===== src/rtl/uewc_pkg.sv =====
// Shared types, pattern constants and match functions of the URL / e-mail word classifier.
// No dependencies.
package uewc_pkg;

  // Six-byte window, one byte per lane.
  typedef logic [5:0][7:0] win_t;

  // One result beat.
  typedef struct packed {
    logic       url_like;
    logic       email_like;
    logic [7:0] dot_count;
  } res_t;

  // Match pattern: text and its length in bytes.
  // Head patterns: first char in byte 5, padded with zeros below.
  // Tail patterns: last char in byte 0, padded with zeros above.
  typedef struct packed {
    win_t       text;
    logic [2:0] len;
  } pat_t;

  localparam int NumHeads     = 5;
  localparam int NumTails     = 14;
  localparam int NumMailTails = 6;

  localparam logic [7:0] CharAt    = 8'h40;
  localparam logic [7:0] CharDot   = 8'h2e;
  localparam logic [7:0] CharSlash = 8'h2f;

  localparam logic [2:0] LenMax  = 3'd7;
  localparam logic [2:0] WinLen  = 3'd6;
  localparam logic [7:0] DotsMax = 8'hff;

  localparam pat_t HEADS [NumHeads] = '{
    '{text: {"http:",  8'h00}, len: 3'd5},
    '{text: {"ftp:",  16'h00}, len: 3'd4},
    '{text: "https:",          len: 3'd6},
    '{text: {"mms:",  16'h00}, len: 3'd4},
    '{text: {"www.",  16'h00}, len: 3'd4}
  };

  // The first NumMailTails entries are also the e-mail domain suffixes.
  localparam pat_t TAILS [NumTails] = '{
    '{text: {16'h00, ".com"},  len: 3'd4},
    '{text: {16'h00, ".edu"},  len: 3'd4},
    '{text: {16'h00, ".gov"},  len: 3'd4},
    '{text: {16'h00, ".net"},  len: 3'd4},
    '{text: {16'h00, ".org"},  len: 3'd4},
    '{text: {24'h00, ".cn"},   len: 3'd3},
    '{text: {16'h00, ".htm"},  len: 3'd4},
    '{text: {16'h00, ".asp"},  len: 3'd4},
    '{text: {16'h00, ".jsp"},  len: 3'd4},
    '{text: {16'h00, ".php"},  len: 3'd4},
    '{text: {16'h00, ".mht"},  len: 3'd4},
    '{text: {8'h00,  ".html"}, len: 3'd5},
    '{text: {8'h00,  ".aspx"}, len: 3'd5},
    '{text: ".shtml",          len: 3'd6}
  };

  // Prefix window: byte i holds the i-th byte of the word.
  function automatic logic head_hit(win_t pre, logic [2:0] len, pat_t p);
    logic ok;
    ok = (len > p.len);
    for (int i = 0; i < 6; i++) begin
      if ((3'(i) < p.len) && (pre[i] != p.text[5 - i])) ok = 1'b0;
    end
    return ok;
  endfunction

  // Tail window: byte j holds the j-th byte counted back from the end.
  function automatic logic tail_hit(win_t tw, logic [2:0] len, pat_t p);
    logic ok;
    ok = (len > p.len);
    for (int j = 0; j < 6; j++) begin
      if ((3'(j) < p.len) && (tw[j] != p.text[j])) ok = 1'b0;
    end
    return ok;
  endfunction

endpackage


===== src/rtl/uewc_if.sv =====
// Stream interfaces for the classifier: byte channel in, result channel out.
// Depends on nothing.
interface uewc_in_if;
  logic       valid;
  logic       ready;
  logic [7:0] char_byte;
  logic       last_byte;

  modport source (output valid, output char_byte, output last_byte, input ready);
  modport sink   (input valid, input char_byte, input last_byte, output ready);
endinterface

interface uewc_out_if;
  logic       valid;
  logic       ready;
  logic       url_like;
  logic       email_like;
  logic [7:0] dot_count;

  modport source (output valid, output url_like, output email_like, output dot_count,
                  input ready);
  modport sink   (input valid, input url_like, input email_like, input dot_count,
                  output ready);
endinterface


===== src/rtl/url_email_word_classifier.sv =====
// Top level of the URL / e-mail word classifier: front end plus result queue.
// Depends on uewc_pkg, uewc_if, uewc_front and uewc_queue.
//
// Usage:
//   in_s carries one byte of a word per beat (char_byte) with last_byte set on the
//   final byte. out_s carries one result beat per word: url_like, email_like and
//   dot_count (dots after the first byte, saturating at 255).
//   Throughput: one byte per cycle, sustained while the result queue has room, including across word boundaries.
//   The result of a word is written into the queue when its last byte is accepted
//   and is driven on out_s once the results ahead of it have been taken.
//   The front end updates its prefix and tail windows and compares all patterns
//   in the cycle a byte is accepted; the result goes into a QueueDepth-entry queue.
//   Stall: while the receiver holds ready low, results pile up in the queue; once
//   it is full, in_s.ready drops and bytes wait. Bytes keep flowing as long as
//   there is room for one more result.
//   Reset (rst_n low, synchronous) clears the word state and empties the queue;
//   the block is ready in the first cycle after reset.
module url_email_word_classifier
  import uewc_pkg::*;
#(
  parameter int QueueDepth = 2
) (
  input  logic       clk,
  input  logic       rst_n,
  uewc_in_if.sink    in_s,
  uewc_out_if.source out_s
);

  logic q_full;
  logic push;
  res_t push_res;

  uewc_front u_front (
    .clk      (clk),
    .rst_n    (rst_n),
    .in_s     (in_s),
    .q_full   (q_full),
    .push     (push),
    .push_res (push_res)
  );

  uewc_queue #(
    .Depth (QueueDepth)
  ) u_queue (
    .clk      (clk),
    .rst_n    (rst_n),
    .push     (push),
    .push_res (push_res),
    .full     (q_full),
    .out_s    (out_s)
  );

endmodule


===== src/rtl/uewc_front.sv =====
// Front end: takes word bytes, tracks prefix/tail windows and counters, classifies on last byte.
// Depends on uewc_pkg and uewc_in_if.
module uewc_front
  import uewc_pkg::*;
(
  input  logic       clk,
  input  logic       rst_n,
  uewc_in_if.sink    in_s,
  input  logic       q_full,
  output logic       push,
  output res_t       push_res
);

  win_t       pre_r,   pre_nxt;
  win_t       raw_r,   raw_nxt;
  win_t       strip_r, strip_nxt;
  logic [2:0] raw_len_r,   raw_len_nxt;
  logic [2:0] strip_len_r, strip_len_nxt;
  logic [2:0] slash_r,     slash_nxt;
  logic       at_r,        at_nxt;
  logic [7:0] dots_r,      dots_nxt;

  logic       accept;
  logic [7:0] b;
  logic [2:0] pend;
  logic [4:0] strip_sum;
  logic       url_hit;
  logic       mail_hit;

  assign in_s.ready = !q_full;
  assign accept     = in_s.valid && in_s.ready;
  assign b          = in_s.char_byte;

  // Word state after this byte
  always_comb begin
    pre_nxt       = pre_r;
    raw_nxt       = {raw_r[4:0], b};
    strip_nxt     = strip_r;
    strip_len_nxt = strip_len_r;
    slash_nxt     = slash_r;
    at_nxt        = at_r;
    dots_nxt      = dots_r;
    pend          = (slash_r > WinLen) ? WinLen : slash_r;
    strip_sum     = 5'(strip_len_r) + 5'(slash_r) + 5'd1;

    if (raw_len_r != 3'd0) begin
      if (b == CharAt) at_nxt = 1'b1;
      if ((b == CharDot) && (dots_r != DotsMax)) dots_nxt = dots_r + 8'd1;
    end
    if (raw_len_r < WinLen) pre_nxt[raw_len_r] = b;
    raw_len_nxt = (raw_len_r == LenMax) ? LenMax : raw_len_r + 3'd1;

    if (b == CharSlash) begin
      slash_nxt = (slash_r == LenMax) ? LenMax : slash_r + 3'd1;
    end else begin
      // flush pending slashes, then the byte itself
      strip_nxt[0] = b;
      for (int k = 1; k < 6; k++) begin
        if (3'(k) <= pend) strip_nxt[k] = CharSlash;
        else               strip_nxt[k] = strip_r[3'(k - 1) - pend];
      end
      strip_len_nxt = (strip_sum > 5'(LenMax)) ? LenMax : strip_sum[2:0];
      slash_nxt     = 3'd0;
    end
  end

  // Classify against the updated windows
  always_comb begin
    url_hit  = 1'b0;
    mail_hit = 1'b0;
    for (int i = 0; i < NumHeads; i++) begin
      if (head_hit(pre_nxt, strip_len_nxt, HEADS[i])) url_hit = 1'b1;
    end
    for (int i = 0; i < NumTails; i++) begin
      if (tail_hit(strip_nxt, strip_len_nxt, TAILS[i])) url_hit = 1'b1;
    end
    for (int i = 0; i < NumMailTails; i++) begin
      if (tail_hit(raw_nxt, raw_len_nxt, TAILS[i])) mail_hit = 1'b1;
    end
  end

  assign push                = accept && in_s.last_byte;
  assign push_res.url_like   = url_hit && !at_nxt;
  assign push_res.email_like = mail_hit && at_nxt;
  assign push_res.dot_count  = dots_nxt;

  // Advance word state; clear after the last byte
  always_ff @(posedge clk) begin
    if (!rst_n || push) begin
      pre_r       <= '0;
      raw_r       <= '0;
      strip_r     <= '0;
      raw_len_r   <= '0;
      strip_len_r <= '0;
      slash_r     <= '0;
      at_r        <= 1'b0;
      dots_r      <= '0;
    end else if (accept) begin
      pre_r       <= pre_nxt;
      raw_r       <= raw_nxt;
      strip_r     <= strip_nxt;
      raw_len_r   <= raw_len_nxt;
      strip_len_r <= strip_len_nxt;
      slash_r     <= slash_nxt;
      at_r        <= at_nxt;
      dots_r      <= dots_nxt;
    end
  end

endmodule


===== src/rtl/uewc_queue.sv =====
// Result queue between front end and output channel; head drives the result beat.
// Depends on uewc_pkg and uewc_out_if.
module uewc_queue
  import uewc_pkg::*;
#(
  parameter int Depth = 2
) (
  input  logic       clk,
  input  logic       rst_n,
  input  logic       push,
  input  res_t       push_res,
  output logic       full,
  uewc_out_if.source out_s
);

  localparam int PtrW = (Depth > 1) ? $clog2(Depth) : 1;
  localparam int CntW = $clog2(Depth + 1);

  res_t            mem_r [Depth];
  logic [PtrW-1:0] wr_ptr_r, wr_ptr_nxt;
  logic [PtrW-1:0] rd_ptr_r, rd_ptr_nxt;
  logic [CntW-1:0] cnt_r,    cnt_nxt;
  logic            pop;
  res_t            head;

  assign full  = (cnt_r == CntW'(Depth));
  assign pop   = out_s.valid && out_s.ready;
  assign head  = mem_r[rd_ptr_r];

  assign out_s.valid      = (cnt_r != '0);
  assign out_s.url_like   = head.url_like;
  assign out_s.email_like = head.email_like;
  assign out_s.dot_count  = head.dot_count;

  // Pointer and fill bookkeeping
  always_comb begin
    wr_ptr_nxt = wr_ptr_r;
    rd_ptr_nxt = rd_ptr_r;
    cnt_nxt    = cnt_r;
    if (push) begin
      wr_ptr_nxt = (wr_ptr_r == PtrW'(Depth - 1)) ? '0 : wr_ptr_r + PtrW'(1);
    end
    if (pop) begin
      rd_ptr_nxt = (rd_ptr_r == PtrW'(Depth - 1)) ? '0 : rd_ptr_r + PtrW'(1);
    end
    if (push && !pop)      cnt_nxt = cnt_r + CntW'(1);
    else if (pop && !push) cnt_nxt = cnt_r - CntW'(1);
  end

  always_ff @(posedge clk) begin
    if (!rst_n) begin
      wr_ptr_r <= '0;
      rd_ptr_r <= '0;
      cnt_r    <= '0;
    end else begin
      wr_ptr_r <= wr_ptr_nxt;
      rd_ptr_r <= rd_ptr_nxt;
      cnt_r    <= cnt_nxt;
    end
  end

  // Store the result beat
  always_ff @(posedge clk) begin
    if (push) begin
      mem_r[wr_ptr_r] <= push_res;
    end
  end

endmodule

===== src/flat_wrapper.sv =====
// flat-port wrapper written by rule: the top's interface ports become plain ports
module url_email_word_classifier_flat import uewc_pkg::*;
#(
  parameter int QueueDepth = 2
)
  (clk, rst_n, in_s_valid, in_s_char_byte, in_s_last_byte, in_s_ready, out_s_valid, out_s_url_like, out_s_email_like, out_s_dot_count, out_s_ready);
  uewc_in_if in_s_i ();
  uewc_out_if out_s_i ();
  input  logic clk;
  input  logic rst_n;
  input wire logic [$bits(in_s_i.valid)-1:0] in_s_valid;
  input wire logic [$bits(in_s_i.char_byte)-1:0] in_s_char_byte;
  input wire logic [$bits(in_s_i.last_byte)-1:0] in_s_last_byte;
  output wire logic [$bits(in_s_i.ready)-1:0] in_s_ready;
  output wire logic [$bits(out_s_i.valid)-1:0] out_s_valid;
  output wire logic [$bits(out_s_i.url_like)-1:0] out_s_url_like;
  output wire logic [$bits(out_s_i.email_like)-1:0] out_s_email_like;
  output wire logic [$bits(out_s_i.dot_count)-1:0] out_s_dot_count;
  input wire logic [$bits(out_s_i.ready)-1:0] out_s_ready;
  assign in_s_i.valid = in_s_valid;
  assign in_s_i.char_byte = in_s_char_byte;
  assign in_s_i.last_byte = in_s_last_byte;
  assign in_s_ready = in_s_i.ready;
  assign out_s_valid = out_s_i.valid;
  assign out_s_url_like = out_s_i.url_like;
  assign out_s_email_like = out_s_i.email_like;
  assign out_s_dot_count = out_s_i.dot_count;
  assign out_s_i.ready = out_s_ready;
  url_email_word_classifier #(.QueueDepth(QueueDepth)) u_core (.clk(clk), .rst_n(rst_n), .in_s(in_s_i), .out_s(out_s_i));
endmodule

===== config.mk =====
export PLATFORM = sky130hd
export DESIGN_NAME = url_email_word_classifier_flat
export DESIGN_NICKNAME = d
export VERILOG_FILES = /design/src/rtl/uewc_pkg.sv /design/src/rtl/uewc_if.sv /design/src/rtl/url_email_word_classifier.sv /design/src/rtl/uewc_front.sv /design/src/rtl/uewc_queue.sv /design/src/flat_wrapper.sv
export SDC_FILE = /design/constraint.sdc
export NUM_CORES = 1
export LEC_CHECK = 0
export CORE_MARGIN = 2
export CORE_UTILIZATION = 58
export DETAILED_ROUTE_END_ITERATION = 8
export DONT_BUFFER_PORTS = 1
export GPL_TIMING_DRIVEN = 0
export PLACE_DENSITY_LB_ADDON = 0.08
export SLEW_MARGIN = 20
export SYNTH_ARGS = -nofsm -noshare
export SYNTH_HDL_FRONTEND = slang
export SYNTH_SLANG_ARGS = --single-unit

===== constraint.sdc =====
create_clock -name clk -period 4.4 [get_ports clk]
set_clock_uncertainty 0.2 [all_clocks]
set_input_delay 0.22 -clock clk [delete_from_list [all_inputs] [get_ports clk]]
set_output_delay 0.22 -clock clk [all_outputs]
set_load 0.01 [all_outputs]

After elaboration in Yosys (flattened, before gate mapping)
Memory sizes are Yosys's and may differ from the RTL's. A register that Yosys moved wholly into a read port is not among the register bits.
Index checks and enable logic that the tools add are counted.
{ "word_totals": {"register_bits": 142, "latch_bits": 0, "mem_bits_rw": 20, "mem_bits_ro": 0, "inputBits": 13, "output_inout_bits": 12, "mem_count": 1} }
{ "mem_list": {"columns": ["memory", "depth", "width", "rd", "rd_clocked_by_memory_dff", "write_ports", "line", "source"], "rows": [
  ["u_core.u_queue.mem_r", 2, 10, 1, 1, 1, "uewc_queue.sv:19", "res_t mem_r [Depth];"]
]} }
{ "classes": {"addsub": 14, "n_mul": 0, "n_div": 0, "magnitude_cmp": 21, "eq_ne": 80, "shifts": 0, "n_mux": 163, "bitwise_logic": 0, "n_reduce_logical": 18} }
{ "op_table": {"columns": ["operator", "n"], "rows": [
  ["8-bit by 7-bit != test with 1-bit output, second input constant", 63],
  ["1-bit 2-to-1 mux", 133],
  ["8-bit binary-select mux with 3-bit select", 5],
  ["8-bit 2-to-1 mux", 13],
  ["48-bit 2-to-1 mux", 2],
  ["8-bit by 6-bit != test with 1-bit output, second input constant", 10],
  ["48-bit bitwise mux", 1],
  ["8-bit demux with 3-bit select", 1],
  ["3-bit by 4-bit < comparator with 1-bit output, second input constant", 6],
  ["3-bit 2-to-1 mux", 6],
  ["8-bit by 6-bit == test with 1-bit output, second input constant", 2],
  ["3-bit greater-than comparator, second input constant", 5],
  ["1-bit logical AND", 9],
  ["8-bit by 1-bit adder with 8-bit output, second input constant", 1],
  ["8-bit by 7-bit == test with 1-bit output, second input constant", 1],
  ["8-bit != test, second input constant", 1],
  ["3-bit by 1-bit adder with 3-bit output, second input constant", 2],
  ["3-bit == test, second input constant", 2],
  ["3-bit by 2-bit greater-than comparator with 1-bit output, second input constant", 2],
  ["2-bit by 3-bit less-or-equal comparator with 1-bit output, first input constant", 2],
  ["3-bit less-or-equal comparator, first input constant", 2],
  ["1-bit by 3-bit subtractor with 3-bit output, first input constant", 2],
  ["2-bit by 3-bit subtractor with 3-bit output, first input constant", 2],
  ["4-bit by 1-bit adder with 5-bit output, second input constant", 1],
  ["15 further kinds", 22]
]} }

Longest topological paths before layout
{ "logic_depth": {"depth_word": 32, "ltp_mapped": 20, "mapped_depth_nobuf": 15} }

Cells and area by module
Synthesis repeated with hierarchy kept, for this count alone.
{ "unflattened": {"hier_cells": 1319, "hier_area_um2": 10112.2} }
{ "modules_own_cells": {"columns": ["module", "instances", "cells_each", "area_each_um2", "seq_area_each_um2"], "rows": [
  ["uewc_front", 1, 1266, 9173.8, 2762.6],
  ["uewc_queue", 1, 53, 938.4, 700.7]
]} }

Least setup slack after synthesis
Ideal clock, no wire load.
{ "synth_timing": {"path_type": "register to register", "from": "reg u_core.u_front.slash_r[0]", "to": "mem u_core.u_queue.mem_r[0][9] (netlist bit) (data pin)", "arrival_time_ns": 3.900, "slack_ns": 0.037, "path_stages_with_launch": 21, "n_path_buf": 7, "synth_period_minus_slack_ns": 4.363, "path_cell_list": "dfxtp_1 -> buf_2 -> inv_1 -> clkbuf_1 -> ha_1 -> a21bo_2 -> nand2_4 -> inv_2 -> buf_2 -> ha_1 -> clkbuf_1 -> clkbuf_1 -> buf_1 -> clkbuf_1 -> a211oi_1 -> a311oi_1 -> a21oi_1 -> nand4b_1 -> o21ai_0 -> o2bb2ai_1 -> a211o_1"} }
{ "synth_lines": {"columns": ["element", "line", "source"], "rows": [
  ["start, declared", "uewc_front.sv:19", "logic [2:0] slash_r, slash_nxt;"],
  ["start signal, assigned", "uewc_front.sv:104", "slash_r <= slash_nxt;"],
  ["end, declared", "uewc_queue.sv:19", null]
]} }

==> summary.md <==
| Metric | Value |
|---|---|
| Outcome | `complete, no violations` |
| Total gr overflow | `0` |
| IO Count | `25` |
| Crit start category | `flop` |
| Fraction of layout cells with a size suffix above 1 | `12.3%` |
| Worst vdd ir | `0.000316 V` |
| Clk sink count | `163` |
| Worst-Margin Slew | `0.944 ns` |
| Max Slew Vio Count | `0` |
| Number of port buffers | `0` |
| Worst-Skew Late Latency | `0.45 ns` |
| # fillers | `1,489` |
| Multi-input logic area | `6410 um^2` |
| Post-synth EDFFs | `20` |
| HP Class | `in -> reg` |
| Die Footprint | `18,500 um^2` |
| Slowest-stage cell, CP | `dfxtp_2` |
| First-pass iteration count of the detailed router | `8` |
| Starting Density | `58.7%` |
| Worst setup EP type | `flop` |
| Yosys top cell by area | `dfxtp_1` |
| Number of global-route vias before repair | `10,000` |
| Total global-route track usage | `41.6%` |
| N_diodes | `0` |
| # placed instances | `1,519` |
| Finished layout cell area | `11,500 um^2` |
| RePlAce Congestion | `1.04` |
| Post-DP HPWL | `27,800 um` |
| Share of the synthesized area in the top cell type | `28.4%` |
| FMAX | `0.229 GHz` |
| Initial antenna violation count | `1` |
| Sequential Area | `3470 um^2` |
| Total Nets Final | `1,360` |
| Chip Height | `136 um` |
| Final core utilization | `67.0%` |
| Final Hold Viols | `0` |
| Cells after Synth | `1,294` |
| Area growth syn-to-layout | `14.1%` |
| CTS tree | `done` |
| DRT Wirelength | `38,500 um` |
| Placed instance area | `10,400 um^2` |
| Most used cell along the critical path | `clkbuf_4` |
| Routed WL per cell | `24.5 um` |
| Total CTS buffers | `17` |
| Die X | `136 um` |
| Iter 0 DRT Violations | `1,432` |
| Pwr Density | `469 nW/um^2` |
| Sequential-to-total area share from yosys stat | `34.3%` |
| Post-synthesis register bit count | `163` |
| P_leak | `3.87 nW` |
| Yosys cell types | `88` |
| Main flop type after synthesis | `dfxtp_1` |
| Max Cap Violations | `0` |
| Net count after synthesis | `1,322` |
| Post-route ant nets | `0` |
| Clk buf depth | `2` |
| Worst Path Arrival | `4.41 ns` |
| Yosys warns | `0` |
| Fin crit period | `4.36 ns` |
| H-tree depth | `4` |
| Vias | `10,800` |
| Req. time, crit path | `4.45 ns` |
| Top area cells in the synthesized netlist | `dfxtp_1 (28%), nand2_1 (8.0%), a21oi_1 (6.5%)` |
| Final setup viols | `0` |
| Delay of the slowest critical-path stage | `0.56 ns` |
| Post-Layout Cell Count | `1,570` |
| Setup Crit Path Kind | `reg -> reg` |
| Worst slew margin | `36.8%` |
| Root buf cell | `clkbuf_16` |
| Post-Route Setup TNS | `0 ns` |
| Clk slew on worst S/H paths | `0.07 ns` |
| Drc violations | `0` |
| First-pass GRT wire length | `57,700 um` |
| Worst Path Max Fanout | `11` |
| # rows | `48` |
| CORE AREA | `17,200 um^2` |
| Crit-path cells | `ha_1 -> buf_4 -> a21bo_2 -> buf_2 -> clkbuf_4 -> clkbuf_4 -> a32oi_1 -> o21ai_0 -> nor2_2 -> o22ai_1 -> nor4_2 -> nand2_1 -> o21ai_1 -> o2bb2ai_1 -> a211o_1` |
| FFs w/ async S/R, synth | `0%` |
| Via density | `6.91` |
| Largest net degree at the start of global routing | `20` |
| Fin crit share | `99.2%` |
| Mapped cell area | `10,100 um^2` |
| Avg Synthesized Cell Area | `7.80 um^2` |
## metrics by stage
step / worst slack [ns] / hold WS, ns / power, W
4_1_cts: 0.00764 / 0.00298 / 0.00518
3_5_place_dp: -1.86 / 0.146 / 0.00353
3_3_place_gp: -1.94 / 0.140 / 0.00352
6_report: 0.0362 / 0.00339 / 0.00539
5_1_grt: -0.0142 / 0.0353 / 0.00556
2_1_floorplan: 0.0368 / 0.137 / 0.00299
## registers in the layout (all words and copies together) (netlist names), named ones only
name                        count
u_core.u_queue.rd_ptr_r         1
u_core.u_front.dots_r           8
u_core.u_front.at_r             1
u_core.u_front.slash_r          3
u_core.u_front.strip_len_r      3
u_core.u_front.strip_r         48
u_core.u_queue.cnt_r            2
u_core.u_queue.mem_r           20
u_core.u_front.raw_nxt         24
u_core.u_front.raw_len_r        3
u_core.u_front.pre_r           48
u_core.u_queue.wr_ptr_r         1
## power breakdown
group | switching, W | internal, W | total [W] | leakage (nW)
Sequential | 0.000184 | 0.00165 | 0.00183 | 1.36
Clock | 0.000773 | 0.000829 | 0.00160 | 0.302
Combinational | 0.00128 | 0.000679 | 0.00196 | 2.21
## layout by cell type, fill, tap and decap left out, types with 19 or more instances in the layout
master	synthesis	final
nor2_1	114	110
dfxtp_1	143	141
inv_1	26	26
nand2_1	215	214
nand3_1	44	44
mux2i_1	34	33
nor3_1	33	33
mux2_2	21	21
edfxtp_1	20	20
clkbuf_1	67	63
buf_4	2	19
a21oi_1	132	129
o21ai_0	64	61
a211oi_1	25	22
## final cells by class
type	instances	area share [%]
clock inverters	15	1.79
inverters	30	1.03
repair buffers	20	1.40
multi-input cells	1011	55.7
plain buffers	89	3.80
clock buffers	17	3.70
flip-flops and latches	163	30.1
well taps	225	2.45
## Yosys cell counts (11+ instances only)
library cell and count:
a211oi_1 25, a21oi_1 132, a22oi_1 15, a32oi_1 14
and2_1 18, buf_2 13, clkbuf_1 67, dfxtp_1 143
edfxtp_1 20, ha_1 14, inv_1 26, mux2_2 21
mux2i_1 34, nand2_1 215, nand2b_1 11, nand3_1 44
nand4_1 18, nor2_1 114, nor2b_1 19, nor3_1 33
nor3b_1 18, nor4_1 14, o21ai_0 64
## worst paths after layout
| path | start | to | slack (ns) | cells after the start |
|---|---|---|---|---|
| hold reg to reg | u_core.u_front.pre_r[24] | u_core.u_front.pre_r[24] | 0.25 | 2 |
| setup / recovery | u_core.u_front.slash_r[1] | u_core.u_queue.mem_r[0][9] | 0.04 | 15 |
| setup reg to reg | u_core.u_front.slash_r[1] | u_core.u_queue.mem_r[0][9] | 0.04 | 15 |
| hold / removal | in_s_last_byte | u_core.u_queue.wr_ptr_r | 0.003 | 3 |
## repair_timing
action,CTS,global route
setup endpoints to repair,18,2
endpoints found under the hold margin,5,0
gates resized for setup,40,38
hold buffers,3,0
pin swaps,4,15
buffers inserted,8,9
## layer usage
metal	part of all wire (%)	track usage [%]	vias up
met3	11	10.5	181
met5	0.039	0	-
met4	6.9	26.3	2
met1	38	51.3	5123
li1	-	-	4804
met2	45	65.1	733
## cells by family after synthesis
| kind of cell | synth area share [%] |
|---|---|
| flip-flops | 34.3 |
| XOR/XNOR | 1.48 |
| AND/OR/NAND/NOR | 26.7 |
| buffers and inverters | 4.86 |
| multiplexers | 7.50 |
| AO/OA/AOI/OAI | 23.2 |
| adder cells (fa/ha/maj) | 1.94 |
## worst max-delay path: cells and delay by family, from the launching register on
kind	cells	cell delay, ns
and+or+nand+nor	3	0.69
adders and majority gates	1	0.21
buffers and inverters	4	0.86
AOI/OAI and AO/OA	7	1.61
DFF	1	0.56
Power figures use the tool's default switching activity.
